### src/hw/rtl/aoli_pkg.sv
// Types, constants and the arctangent table of the atan2 block.
package aoli_pkg;

    localparam int MAG_W  = 16;              // magnitude and remainder width
    localparam int QUO_W  = 11;              // ratio width, 0..1024
    localparam int FRAC_W = 4;               // interpolation fraction bits
    localparam int IDX_W  = QUO_W - FRAC_W;  // table index width
    localparam int ROM_W  = 14;              // table entry width, up to 0x2000
    localparam int DLT_W  = 8;               // step between neighbor entries
    localparam int ANG_W  = 16;              // output angle width
    localparam int NUM_CELLS = QUO_W;        // one divider cell per ratio bit

    localparam logic [ROM_W-1:0] ROM_FULL = 14'h2000;  // 45 degrees

    // Quadrant base codes: the table result is added to or subtracted from base * 16384
    localparam logic [1:0] BASE_0   = 2'd0;
    localparam logic [1:0] BASE_90  = 2'd1;
    localparam logic [1:0] BASE_180 = 2'd2;
    localparam logic [1:0] BASE_270 = 2'd3;

    typedef struct packed {
        logic [1:0] base;   // quadrant base code
        logic       neg;    // subtract the table angle from the base
    } oct_t;

    // Data handed from one divider cell to the next
    typedef struct packed {
        logic             vld;
        logic [MAG_W-1:0] rem;
        logic [MAG_W-1:0] den;
        logic [QUO_W-1:0] quo;
        oct_t             oct;
    } cell_data_t;

    // Arctangent of idx/64 for idx 0..64, 0x2000 = 45 degrees
    function automatic logic [ROM_W-1:0] atan_rom(input logic [IDX_W-1:0] idx);
        logic [ROM_W-1:0] val;
        case (idx)
            7'd0:  val = 14'h0000;  7'd1:  val = 14'h00A3;
            7'd2:  val = 14'h0146;  7'd3:  val = 14'h01E9;
            7'd4:  val = 14'h028B;  7'd5:  val = 14'h032D;
            7'd6:  val = 14'h03CF;  7'd7:  val = 14'h0470;
            7'd8:  val = 14'h0511;  7'd9:  val = 14'h05B1;
            7'd10: val = 14'h0651;  7'd11: val = 14'h06EF;
            7'd12: val = 14'h078D;  7'd13: val = 14'h082A;
            7'd14: val = 14'h08C6;  7'd15: val = 14'h0961;
            7'd16: val = 14'h09FB;  7'd17: val = 14'h0A94;
            7'd18: val = 14'h0B2C;  7'd19: val = 14'h0BC2;
            7'd20: val = 14'h0C57;  7'd21: val = 14'h0CEB;
            7'd22: val = 14'h0D7D;  7'd23: val = 14'h0E0F;
            7'd24: val = 14'h0E9E;  7'd25: val = 14'h0F2C;
            7'd26: val = 14'h0FB9;  7'd27: val = 14'h1044;
            7'd28: val = 14'h10CE;  7'd29: val = 14'h1156;
            7'd30: val = 14'h11DC;  7'd31: val = 14'h1261;
            7'd32: val = 14'h12E4;  7'd33: val = 14'h1366;
            7'd34: val = 14'h13E6;  7'd35: val = 14'h1464;
            7'd36: val = 14'h14E0;  7'd37: val = 14'h155B;
            7'd38: val = 14'h15D5;  7'd39: val = 14'h164C;
            7'd40: val = 14'h16C2;  7'd41: val = 14'h1737;
            7'd42: val = 14'h17AA;  7'd43: val = 14'h181B;
            7'd44: val = 14'h188A;  7'd45: val = 14'h18F8;
            7'd46: val = 14'h1964;  7'd47: val = 14'h19CF;
            7'd48: val = 14'h1A38;  7'd49: val = 14'h1A9F;
            7'd50: val = 14'h1B05;  7'd51: val = 14'h1B6A;
            7'd52: val = 14'h1BCD;  7'd53: val = 14'h1C2E;
            7'd54: val = 14'h1C8E;  7'd55: val = 14'h1CED;
            7'd56: val = 14'h1D4A;  7'd57: val = 14'h1DA5;
            7'd58: val = 14'h1DFF;  7'd59: val = 14'h1E58;
            7'd60: val = 14'h1EB0;  7'd61: val = 14'h1F06;
            7'd62: val = 14'h1F5A;  7'd63: val = 14'h1FAE;
            default: val = ROM_FULL;
        endcase
        return val;
    endfunction

endpackage

### src/hw/rtl/aoli_div_cell.sv
// One restoring-division cell: resolves one ratio bit per transaction.
module aoli_div_cell (
    input  logic                aclk,
    input  logic                aresetn,
    input  logic                en,
    input  aoli_pkg::cell_data_t d_in,
    output aoli_pkg::cell_data_t d_out
);
    import aoli_pkg::*;

    logic             vld_reg;
    cell_data_t       pay_reg;
    cell_data_t       pay_next;
    logic             take;
    logic [MAG_W-1:0] diff;

    // Trial subtract; remainder stays below the divisor, so the shift fits
    always_comb begin
        take     = (d_in.rem >= d_in.den);
        diff     = take ? (d_in.rem - d_in.den) : d_in.rem;
        pay_next = d_in;
        pay_next.rem = {diff[MAG_W-2:0], 1'b0};
        pay_next.quo = {d_in.quo[QUO_W-2:0], take};
    end

    always_ff @(posedge aclk) begin
        if (!aresetn) begin
            vld_reg <= 1'b0;
        end else if (en) begin
            vld_reg <= d_in.vld;
        end
    end

    always_ff @(posedge aclk) begin
        if (en) begin
            pay_reg <= pay_next;
        end
    end

    always_comb begin
        d_out     = pay_reg;
        d_out.vld = vld_reg;
    end

endmodule

### src/hw/rtl/aoli_interp.sv
// Table lookup, linear interpolation and octant mapping; holds the output register.
module aoli_interp (
    input  logic                        aclk,
    input  logic                        aresetn,
    input  logic                        en,
    input  aoli_pkg::cell_data_t        d_in,
    output logic                        out_valid,
    output logic [aoli_pkg::ANG_W-1:0]  out_angle
);
    import aoli_pkg::*;

    logic              vld_a_reg;
    logic [ROM_W-1:0]  base_a_reg, base_a_next;
    logic [DLT_W-1:0]  dlt_a_reg, dlt_a_next;
    logic [FRAC_W-1:0] frac_a_reg;
    oct_t              oct_a_reg;

    logic              vld_b_reg;
    logic [ANG_W-1:0]  ang_b_reg, ang_b_next;

    logic [IDX_W-1:0]  idx;
    logic [ROM_W-1:0]  rom_hi;
    logic [ROM_W-1:0]  rom_step;
    logic [DLT_W+FRAC_W-1:0] prod;
    logic [ROM_W-1:0]  tbl;
    logic [ANG_W-1:0]  tbl_ext;
    logic [ANG_W-1:0]  base_ang;

    // Stage A: read entry and its neighbor; full-scale ratio reads the last entry flat
    always_comb begin
        idx         = d_in.quo[QUO_W-1:FRAC_W];
        rom_hi      = atan_rom(IDX_W'(idx + 1'b1));
        base_a_next = atan_rom(idx);
        rom_step    = rom_hi - base_a_next;
        dlt_a_next  = rom_step[DLT_W-1:0];
        if (idx[IDX_W-1]) begin
            base_a_next = ROM_FULL;
            dlt_a_next  = '0;
        end
    end

    // Stage B: interpolate, then add or subtract from the quadrant base mod 2^16
    always_comb begin
        prod     = dlt_a_reg * frac_a_reg;
        tbl      = base_a_reg + ROM_W'(prod[DLT_W+FRAC_W-1:FRAC_W]);
        tbl_ext  = {{(ANG_W-ROM_W){1'b0}}, tbl};
        base_ang = {oct_a_reg.base, {(ANG_W-2){1'b0}}};
        ang_b_next = oct_a_reg.neg ? (base_ang - tbl_ext) : (base_ang + tbl_ext);
    end

    always_ff @(posedge aclk) begin
        if (!aresetn) begin
            vld_a_reg <= 1'b0;
            vld_b_reg <= 1'b0;
        end else if (en) begin
            vld_a_reg <= d_in.vld;
            vld_b_reg <= vld_a_reg;
        end
    end

    always_ff @(posedge aclk) begin
        if (en) begin
            base_a_reg <= base_a_next;
            dlt_a_reg  <= dlt_a_next;
            frac_a_reg <= d_in.quo[FRAC_W-1:0];
            oct_a_reg  <= d_in.oct;
            ang_b_reg  <= ang_b_next;
        end
    end

    assign out_valid = vld_b_reg;
    assign out_angle = ang_b_reg;

endmodule

### src/hw/rtl/atan2_octant_lut_interpolated.sv
// Pipeline: front stage, 11 divider cells, 2 table stages from input transaction to result.
// Throughput: one transaction per cycle unless stalled; the divider chain takes a new ratio every cycle.
// The whole pipeline advances while the output register is empty or being taken.
// Reset: synchronous, active low; clears the valid bits of every stage, data is not reset.
module atan2_octant_lut_interpolated (
    input  logic        aclk,
    input  logic        aresetn,
    input  logic        s_valid,
    output logic        s_ready,
    input  logic signed [15:0] s_x_component,
    input  logic signed [15:0] s_y_component,
    output logic        m_valid,
    input  logic        m_ready,
    output logic [15:0] m_angle
);
    import aoli_pkg::*;

    logic                 adv;
    logic [MAG_W:0]       xs, ys, ax_w, ay_w;
    logic [MAG_W-1:0]     ax, ay, axc, ayc;
    logic                 ge;
    oct_t                 oct;
    logic                 front_vld_reg;
    cell_data_t           front_pay_reg, front_next;
    cell_data_t           chain [0:NUM_CELLS];

    // Global advance: output register empty or being taken
    assign adv     = !m_valid || m_ready;
    assign s_ready = adv;

    // Front: magnitudes, clamp, octant decision on the raw magnitudes
    always_comb begin
        xs   = {s_x_component[15], s_x_component};
        ys   = {s_y_component[15], s_y_component};
        ax_w = s_x_component[15] ? ((MAG_W+1)'(0) - xs) : xs;
        ay_w = s_y_component[15] ? ((MAG_W+1)'(0) - ys) : ys;
        ax   = ax_w[MAG_W-1:0];
        ay   = ay_w[MAG_W-1:0];
        axc  = (ax == '0) ? MAG_W'(1) : ax;
        ayc  = (ay == '0) ? MAG_W'(1) : ay;
        ge   = (ax >= ay);

        case ({s_x_component[15], s_y_component[15]})
            2'b00:   begin oct.base = ge ? BASE_0   : BASE_90;  oct.neg = !ge; end
            2'b01:   begin oct.base = ge ? BASE_0   : BASE_270; oct.neg = ge;  end
            2'b10:   begin oct.base = ge ? BASE_180 : BASE_90;  oct.neg = ge;  end
            default: begin oct.base = ge ? BASE_180 : BASE_270; oct.neg = !ge; end
        endcase

        front_next.vld = s_valid;
        front_next.rem = ge ? ayc : axc;
        front_next.den = ge ? axc : ayc;
        front_next.quo = '0;
        front_next.oct = oct;
    end

    always_ff @(posedge aclk) begin
        if (!aresetn) begin
            front_vld_reg <= 1'b0;
        end else if (adv) begin
            front_vld_reg <= s_valid;
        end
    end

    always_ff @(posedge aclk) begin
        if (adv) begin
            front_pay_reg <= front_next;
        end
    end

    always_comb begin
        chain[0]     = front_pay_reg;
        chain[0].vld = front_vld_reg;
    end

    // Divider chain: one cell per ratio bit, MSB first
    for (genvar i = 0; i < NUM_CELLS; i++) begin : g_cell
        aoli_div_cell u_cell (
            .aclk    (aclk),
            .aresetn (aresetn),
            .en      (adv),
            .d_in    (chain[i]),
            .d_out   (chain[i+1])
        );
    end

    aoli_interp u_interp (
        .aclk      (aclk),
        .aresetn   (aresetn),
        .en        (adv),
        .d_in      (chain[NUM_CELLS]),
        .out_valid (m_valid),
        .out_angle (m_angle)
    );

endmodule

### config.mk
export PLATFORM = sky130hd
export DESIGN_NAME = atan2_octant_lut_interpolated
export DESIGN_NICKNAME = d
export VERILOG_FILES = /design/src/hw/rtl/aoli_pkg.sv /design/src/hw/rtl/aoli_div_cell.sv /design/src/hw/rtl/aoli_interp.sv /design/src/hw/rtl/atan2_octant_lut_interpolated.sv
export SDC_FILE = /design/constraint.sdc
export NUM_CORES = 1
export LEC_CHECK = 0
export CAP_MARGIN = 20
export CORE_MARGIN = 2
export CORE_UTILIZATION = 45
export DETAILED_ROUTE_END_ITERATION = 6
export DONT_BUFFER_PORTS = 1
export GPL_TIMING_DRIVEN = 0
export MAX_ROUTING_LAYER = met4
export PLACE_DENSITY = 0.63
export SLEW_MARGIN = 20
export SYNTH_ARGS = -nofsm -noshare
export SYNTH_HDL_FRONTEND = slang
export SYNTH_SLANG_ARGS = --single-unit
### constraint.sdc
create_clock -name aclk -period 19.53 [get_ports aclk]
set_clock_uncertainty 0.2 [all_clocks]
set_input_delay 0.9765 -clock aclk [delete_from_list [all_inputs] [get_ports aclk]]
set_output_delay 0.9765 -clock aclk [all_outputs]
set_load 0.01 [all_outputs]
Yosys cells after proc, flatten, opt, wreduce, memory -nomap -nowiden
Memory sizes are Yosys's and may differ from the RTL's. A register that Yosys moved wholly into a read port is not among the register bits.
Cells that the tools add are included.

word-level totals
  bits in latches = 0
  input bits = 36
  output and inout port bits = 18
  bits in read-only memories = 1664
  word-level logic and storage cells = 151
  memories = 2
  bits in registers = 503
  memory bits (writable) = 0

operators by class
  divide/modulo/power cells = 0
  muxes and demuxes = 25
  shift operators = 0
  $add $sub $neg = 17
  bitwise gates (word level) = 0
  multiply operators = 1
  reduce and logical (&&, ||, !) cells = 6
  equal/unequal tests = 2
  order comparisons = 12

memory list
  name             words  width  read ports  clocked after memory_dff  write ports  RTL line        source
  (no name shown)  64     13     1           0                         0            aoli_pkg.sv:38  case (idx)
  (no name shown)  64     13     1           1                         0            aoli_pkg.sv:38

operators with widths
  operator                                                                count
  16-bit greater-or-equal comparator                                      12
  15-bit 2-to-1 mux                                                       10
  15-bit subtractor                                                       10
  16-bit 2-to-1 mux                                                       7
  16-bit logical NOT                                                      2
  1-bit by 16-bit subtractor with 16-bit output (first input constant)    2
  16-bit by 14-bit adder with 16-bit output                               1
  16-bit by 14-bit subtractor with 16-bit output                          1
  14-bit by 8-bit adder with 14-bit output                                1
  14-bit 2-to-1 mux                                                       1
  8-bit by 4-bit multiplier with 12-bit output                            1
  3-bit case mux with 3 select lines                                      1
  8-bit 2-to-1 mux                                                        1
  8-bit subtractor                                                        1
  7-bit by 1-bit adder with 7-bit output (second input constant)          1
  6-bit 2-to-1 mux                                                        1
  2-bit 2-to-1 mux                                                        2
  2-bit by 1-bit equality test with 1-bit output (second input constant)  1
  2-bit equality test (second input constant)                             1
  1-bit logical NOT                                                       2
  2-bit logical NOT                                                       1
  1-bit 2-to-1 mux                                                        2
  1-bit logical OR                                                        1

Depth between registers and ports, before layout
  word-level depth = 5
  gate-level depth with buffers = 22
  mapped depth without buffers = 22

Hierarchy
Synthesis repeated with hierarchy kept, for this count alone.

unflattened totals
  cells, all modules = 3029
  area total of the unflattened synthesis = 35669.2 um^2

by module, submodules not included
  module                                seq. area each (um^2)  area an instance (um^2)  times used  cells an instance
  aoli_div_cell (g_cell[1].u_cell ...)  1371.3                 2472.4                   6           193
  aoli_div_cell (g_cell[0].u_cell ...)  1371.3                 2471.1                   4           182
  aoli_interp                           1391.3                 5849.4                   1           727
  atan2_octant_lut_interpolated         1071.0                 2638.8                   1           234
  aoli_div_cell (g_cell[5].u_cell)      1371.3                 2462.4                   1           182

Worst setup path before layout
OpenSTA, ideal clock, no wires.

  path kind = in2reg
  start point = input m_ready
  end point = register front_pay_reg, in the netlist chain[517] (enable)
  required time = 18281 ps
  setup slack = 3232 ps
  library setup time = 1049 ps
  path buffers = 3
  stages = 5
  arrival time = 15049 ps
  path through = nor2b_1 -> clkbuf_1 -> inv_2 -> buf_1 -> clkbuf_1

on the way
  word-level cells in the longest chain between the ends = 1

ends and longest elaborated chain
  element               RTL line                             source
  from (decl)           atan2_octant_lut_interpolated.sv:13  input logic m_ready,
  1-bit logical OR      atan2_octant_lut_interpolated.sv:28  assign adv = !m_valid || m_ready;
  named net s_ready     atan2_octant_lut_interpolated.sv:9   output logic s_ready,
  to (signal assigned)  atan2_octant_lut_interpolated.sv:67  front_pay_reg <= front_next;
  to (decl)             atan2_octant_lut_interpolated.sv:24  cell_data_t front_pay_reg, front_next;

The timed path passes the listed nets, and every way through them passes these cells.
A chain may end at the register's enable or synchronous reset.

Worst setup path after layout
  start point = register u_interp.frac_a_reg[3]
  end point = register u_interp.ang_b_reg[13] (netlist: u_interp.out_angle[13]), data pin

on the way
  word-level cells in the longest chain between the ends = 4
  elaborated cells between the ends (all ways) = 5
  those cells by class = 3 x add/sub; 1 x mul; 1 x mux

ends and longest elaborated chain
  element                                                                                                      RTL line           source
  from (decl)                                                                                                  aoli_interp.sv:15  logic [FRAC_W-1:0] frac_a_reg;
  from (signal assigned)                                                                                       aoli_interp.sv:65  frac_a_reg <= d_in.quo[FRAC_W-1:0];
  8-bit by 4-bit multiplier with 12-bit output (*)                                                             aoli_interp.sv:44  prod = dlt_a_reg * frac_a_reg;
  14-bit by 8-bit adder with 14-bit output (*)                                                                 aoli_interp.sv:45  tbl = base_a_reg + ROM_W'(prod[DLT_W+FRAC_W-1:FRAC_W]);
  16-bit by 14-bit adder with 16-bit output or 16-bit by 14-bit subtractor with 16-bit output (tied branches)  aoli_interp.sv:48  ang_b_next = oct_a_reg.neg ? (base_ang - tbl_ext) : (base_ang + tbl_ext);
  16-bit 2-to-1 mux (*)                                                                                        aoli_interp.sv:48
  named net u_interp.ang_b_next[13]                                                                            aoli_interp.sv:19  logic [ANG_W-1:0] ang_b_reg, ang_b_next;
  to (signal assigned)                                                                                         aoli_interp.sv:67  ang_b_reg <= ang_b_next;
  to (decl)                                                                                                    aoli_interp.sv:19

The timed path passes the listed nets; every way through them passes the cells marked *.

==> impl_metrics.toml <==
[cts]
clk_pin_slew_ns = 0.06
clock-sinks = 516
cts_resized = 0
clock_latency_ns = 0.61
cts-buffers-inserted = 56
h-tree-depth = 2
hold_buffers = 0
cts_tree = "done"
clock_tree.root_cell = "clkbuf_16"
post_cts_buffers = 0
cts.path.max_buffers = 3

[floorplanning]
die_width_um = 265
core_area_um2 = 67400
std_cell_rows = 95
initial_core_util_pct = 45.5
die_area_um2 = 70300
die_height_um = 265
num_io_pins = 54

[sta]
hold_viol = 0
hold_slack_ns = 0.198
final_max_slew_viol_count = 0
fin_setup_tns_ns = 0
relSlewSlack_pct = 29.2
clock.fmax_ghz = 0.152
rsz0062_at_grt = "false"
setup_viol = 0
period_needed_ns = 6.59
tightest_slew_ns = 1.05
fin_crit_sh_pct = 33.8

[setup_path]
path_cells = "nand2_1 > fa_1 > inv_1 > fa_1 > ha_1 > and4_1 > a21o_1 > a21oi_1 > nor2b_1 > o41ai_1 > nor2_1 > a2111oi_0 > xnor2_1 > ha_1 > or2_2 > o31a_1 > nor3_1 > a41oi_1 > or4_1 > o31ai_1 > xnor2_1"
worstPathArrival_ns = 6.72
slowest_delay_ns = 0.63
endpoint_kind = "flip-flop"
critical_path_class = "flip-flop to flip-flop"
cpMaxStageDelayCell = "or4_1"
cp-start-kind = "flip-flop"
critPathMaxFanout = 8
ff2ff_path_depth = 21
crit_required_ns = 19.66

[routing]
drc_errors = 0
ant_nets = 0
vias_per_cell = 5.50
wl_per_cell_um = 17.5
drt_iter0_drc = 1077
vias = 20361
routed_wirelength_um = 64700
drt-pass1-iter-count = 5

[global_route]
antenna_found_initial = 0
grt_pass1_vias = 20607
grt_pass1_wl_um = 106000
track_usage_pct = 19.0
grt_max_degree = 59
grt_remaining_overflow = 0

[logic_synthesis]
seq_area_frac_synth_pct = 49.6
synthesis.area_um2 = 30700
synth_seq_cells = 516
synth_cells = 2714
synth.distinct_cells = 75
synth_nets = 3016
synth-warning-count = 0
avgSynthCellArea_um2 = 11.3
ys.flop_type = "edfxtp_1"
synth_edf_count = 489
synthArstFlopShare_pct = 0

[min_path]
hold_depth = 0
hp-class = "flip-flop to flip-flop"

[finish]
final_area_um2 = 34000
largest_register_ffs = 409
antenna_cells = 0
syn2layout_area_growth_pct = 10.7
fill_cells = 5886
drive_gt1_share_pct = 9.23
nets = 3085

[place]
io_buffers = 0
globalplace.congestion = 0.940
place_area_um2 = 32000
dpl.hpwl_um = 49100

[status]
status = "finished clean"

[job]
max_cap_violations = 0
==> synth_stat cells, drive strengths merged (8+ instances only) <==
| master | number | area (µm²) |
|---|---|---|
| a2111oi | 11 | 96.3 |
| a211o | 8 | 70.1 |
| a211oi | 19 | 143 |
| a21boi | 17 | 128 |
| a21o | 40 | 300 |
| a21oi | 173 | 866 |
| a221oi | 8 | 95.1 |
| a31oi | 18 | 113 |
| and2 | 33 | 206 |
| and4 | 9 | 78.8 |
| buf | 20 | 123 |
| clkbuf | 65 | 244 |
| dfxtp | 27 | 541 |
| edfxtp | 489 | 14700 |
| fa | 23 | 460 |
| ha | 243 | 3040 |
| inv | 290 | 1090 |
| mux2 | 117 | 1410 |
| mux2i | 50 | 500 |
| nand2 | 146 | 551 |
| nand2b | 16 | 100 |
| nand3 | 36 | 180 |
| nand4 | 33 | 206 |
| nor2 | 145 | 544 |
| nor2b | 61 | 382 |
| nor3 | 59 | 295 |
| nor4 | 12 | 81.3 |
| o211ai | 20 | 150 |
| o21a | 44 | 330 |
| o21ai | 119 | 596 |
| o21bai | 15 | 113 |
| o22ai | 13 | 81.3 |
| o31a | 12 | 105 |
| o31ai | 22 | 165 |
| o41ai | 15 | 154 |
| or2 | 17 | 106 |
| or3 | 12 | 75.1 |
| xnor2 | 110 | 963 |
| xor2 | 79 | 692 |
==> layout by cell type (no fill, tap or decap), drive strengths merged, types with 9 or more instances in the layout <==
cell type	n
nand4	33
nand3	36
nor2	145
o211ai	20
mux2i	50
nand2	146
dfxtp	27
fa	23
o41ai	15
or2	17
o22ai	13
nand2b	16
and2	33
xnor2	110
ha	243
and4	9
inv	293
o21bai	15
o31a	12
o31ai	22
bufinv	9
clkbuf	131
a21oi	173
mux2	117
a2111oi	11
edfxtp	489
buf	31
or3	12
o21a	44
xor2	79
o21ai	119
nor4	12
nor2b	61
a211oi	19
a21boi	17
a31oi	18
nor3	59
a21o	40
clkinv	21
==> per-layer routing <==
layer / global-route usage, % / vias up / part of all wire (%)
met5: - / - / 0
met4: 7.02 / 0 / 3.4
met3: 2.62 / 136 / 3.8
met2: 34.0 / 450 / 51
met1: 21.8 / 9714 / 41
li1: - / 10061 / -
==> critical path: cells and delay by family, from the launching register on <==
kind | cells | cell delay [ns]
simple gates | 7 | 1.59
compound gates | 7 | 2.23
buf+inv | 1 | 0.05
xor+xnor | 2 | 0.25
fa+ha+maj | 4 | 1.54
flops | 1 | 0.46
==> final cells by class <==
class                   count  area, µm²  share of cell area (%)
inverters                 291       1090                    3.22
multi-input cells        1822      14000                    41.3
plain buffers              85        370                    1.09
clock buffers              66       1480                    4.36
flip-flops and latches    516      15200                    44.8
clock inverters            38        444                    1.31
well taps                 873       1090                    3.22
repair buffers             11        250                   0.737
==> kinds of logic (layout without fill, tap and decap cells) <==
group	Yosys count	count (layout)	synth area share, %
AO/OA/AOI/OAI	599	599	12.8
XOR/XNOR	189	189	5.39
adder cells (fa/ha/maj)	266	266	11.4
buffers and inverters	376	491	4.75
flip-flops	516	516	49.6
multiplexers	170	170	6.44
AND/OR/NAND/NOR	598	598	9.66
==> stage by stage <==
| stage | setup WS, ns | cells | utilization [%] |
|---|---|---|---|
| after detailed placement | 12.91 | 3597 | 47.5 |
| after global placement | -1.58 | 3587 | 47.2 |
| after CTS | 12.91 | 3701 | 50.4 |
| after global routing | 12.48 | 3702 | 50.4 |
| final | 12.94 | 3702 | 50.4 |
| after floorplan | 3.23 | 2714 | - |
==> final timing paths <==
check                                            from                                   to  slack [ns]
hold reg to reg   g_cell[8].u_cell.d_out[3]$_DFFE_PN_  g_cell[9].u_cell.d_out[4]$_DFFE_PN_        0.20
setup reg to reg     u_interp.frac_a_reg[3]$_DFFE_PN_     u_interp.out_angle[13]$_DFFE_PN_       12.94
hold / removal    g_cell[8].u_cell.d_out[3]$_DFFE_PN_  g_cell[9].u_cell.d_out[4]$_DFFE_PN_        0.20
setup / recovery     u_interp.frac_a_reg[3]$_DFFE_PN_     u_interp.out_angle[13]$_DFFE_PN_       12.94
Power is not shown: default switching activity piles up to over one toggle a cycle in this logic, so the estimate is an artifact.
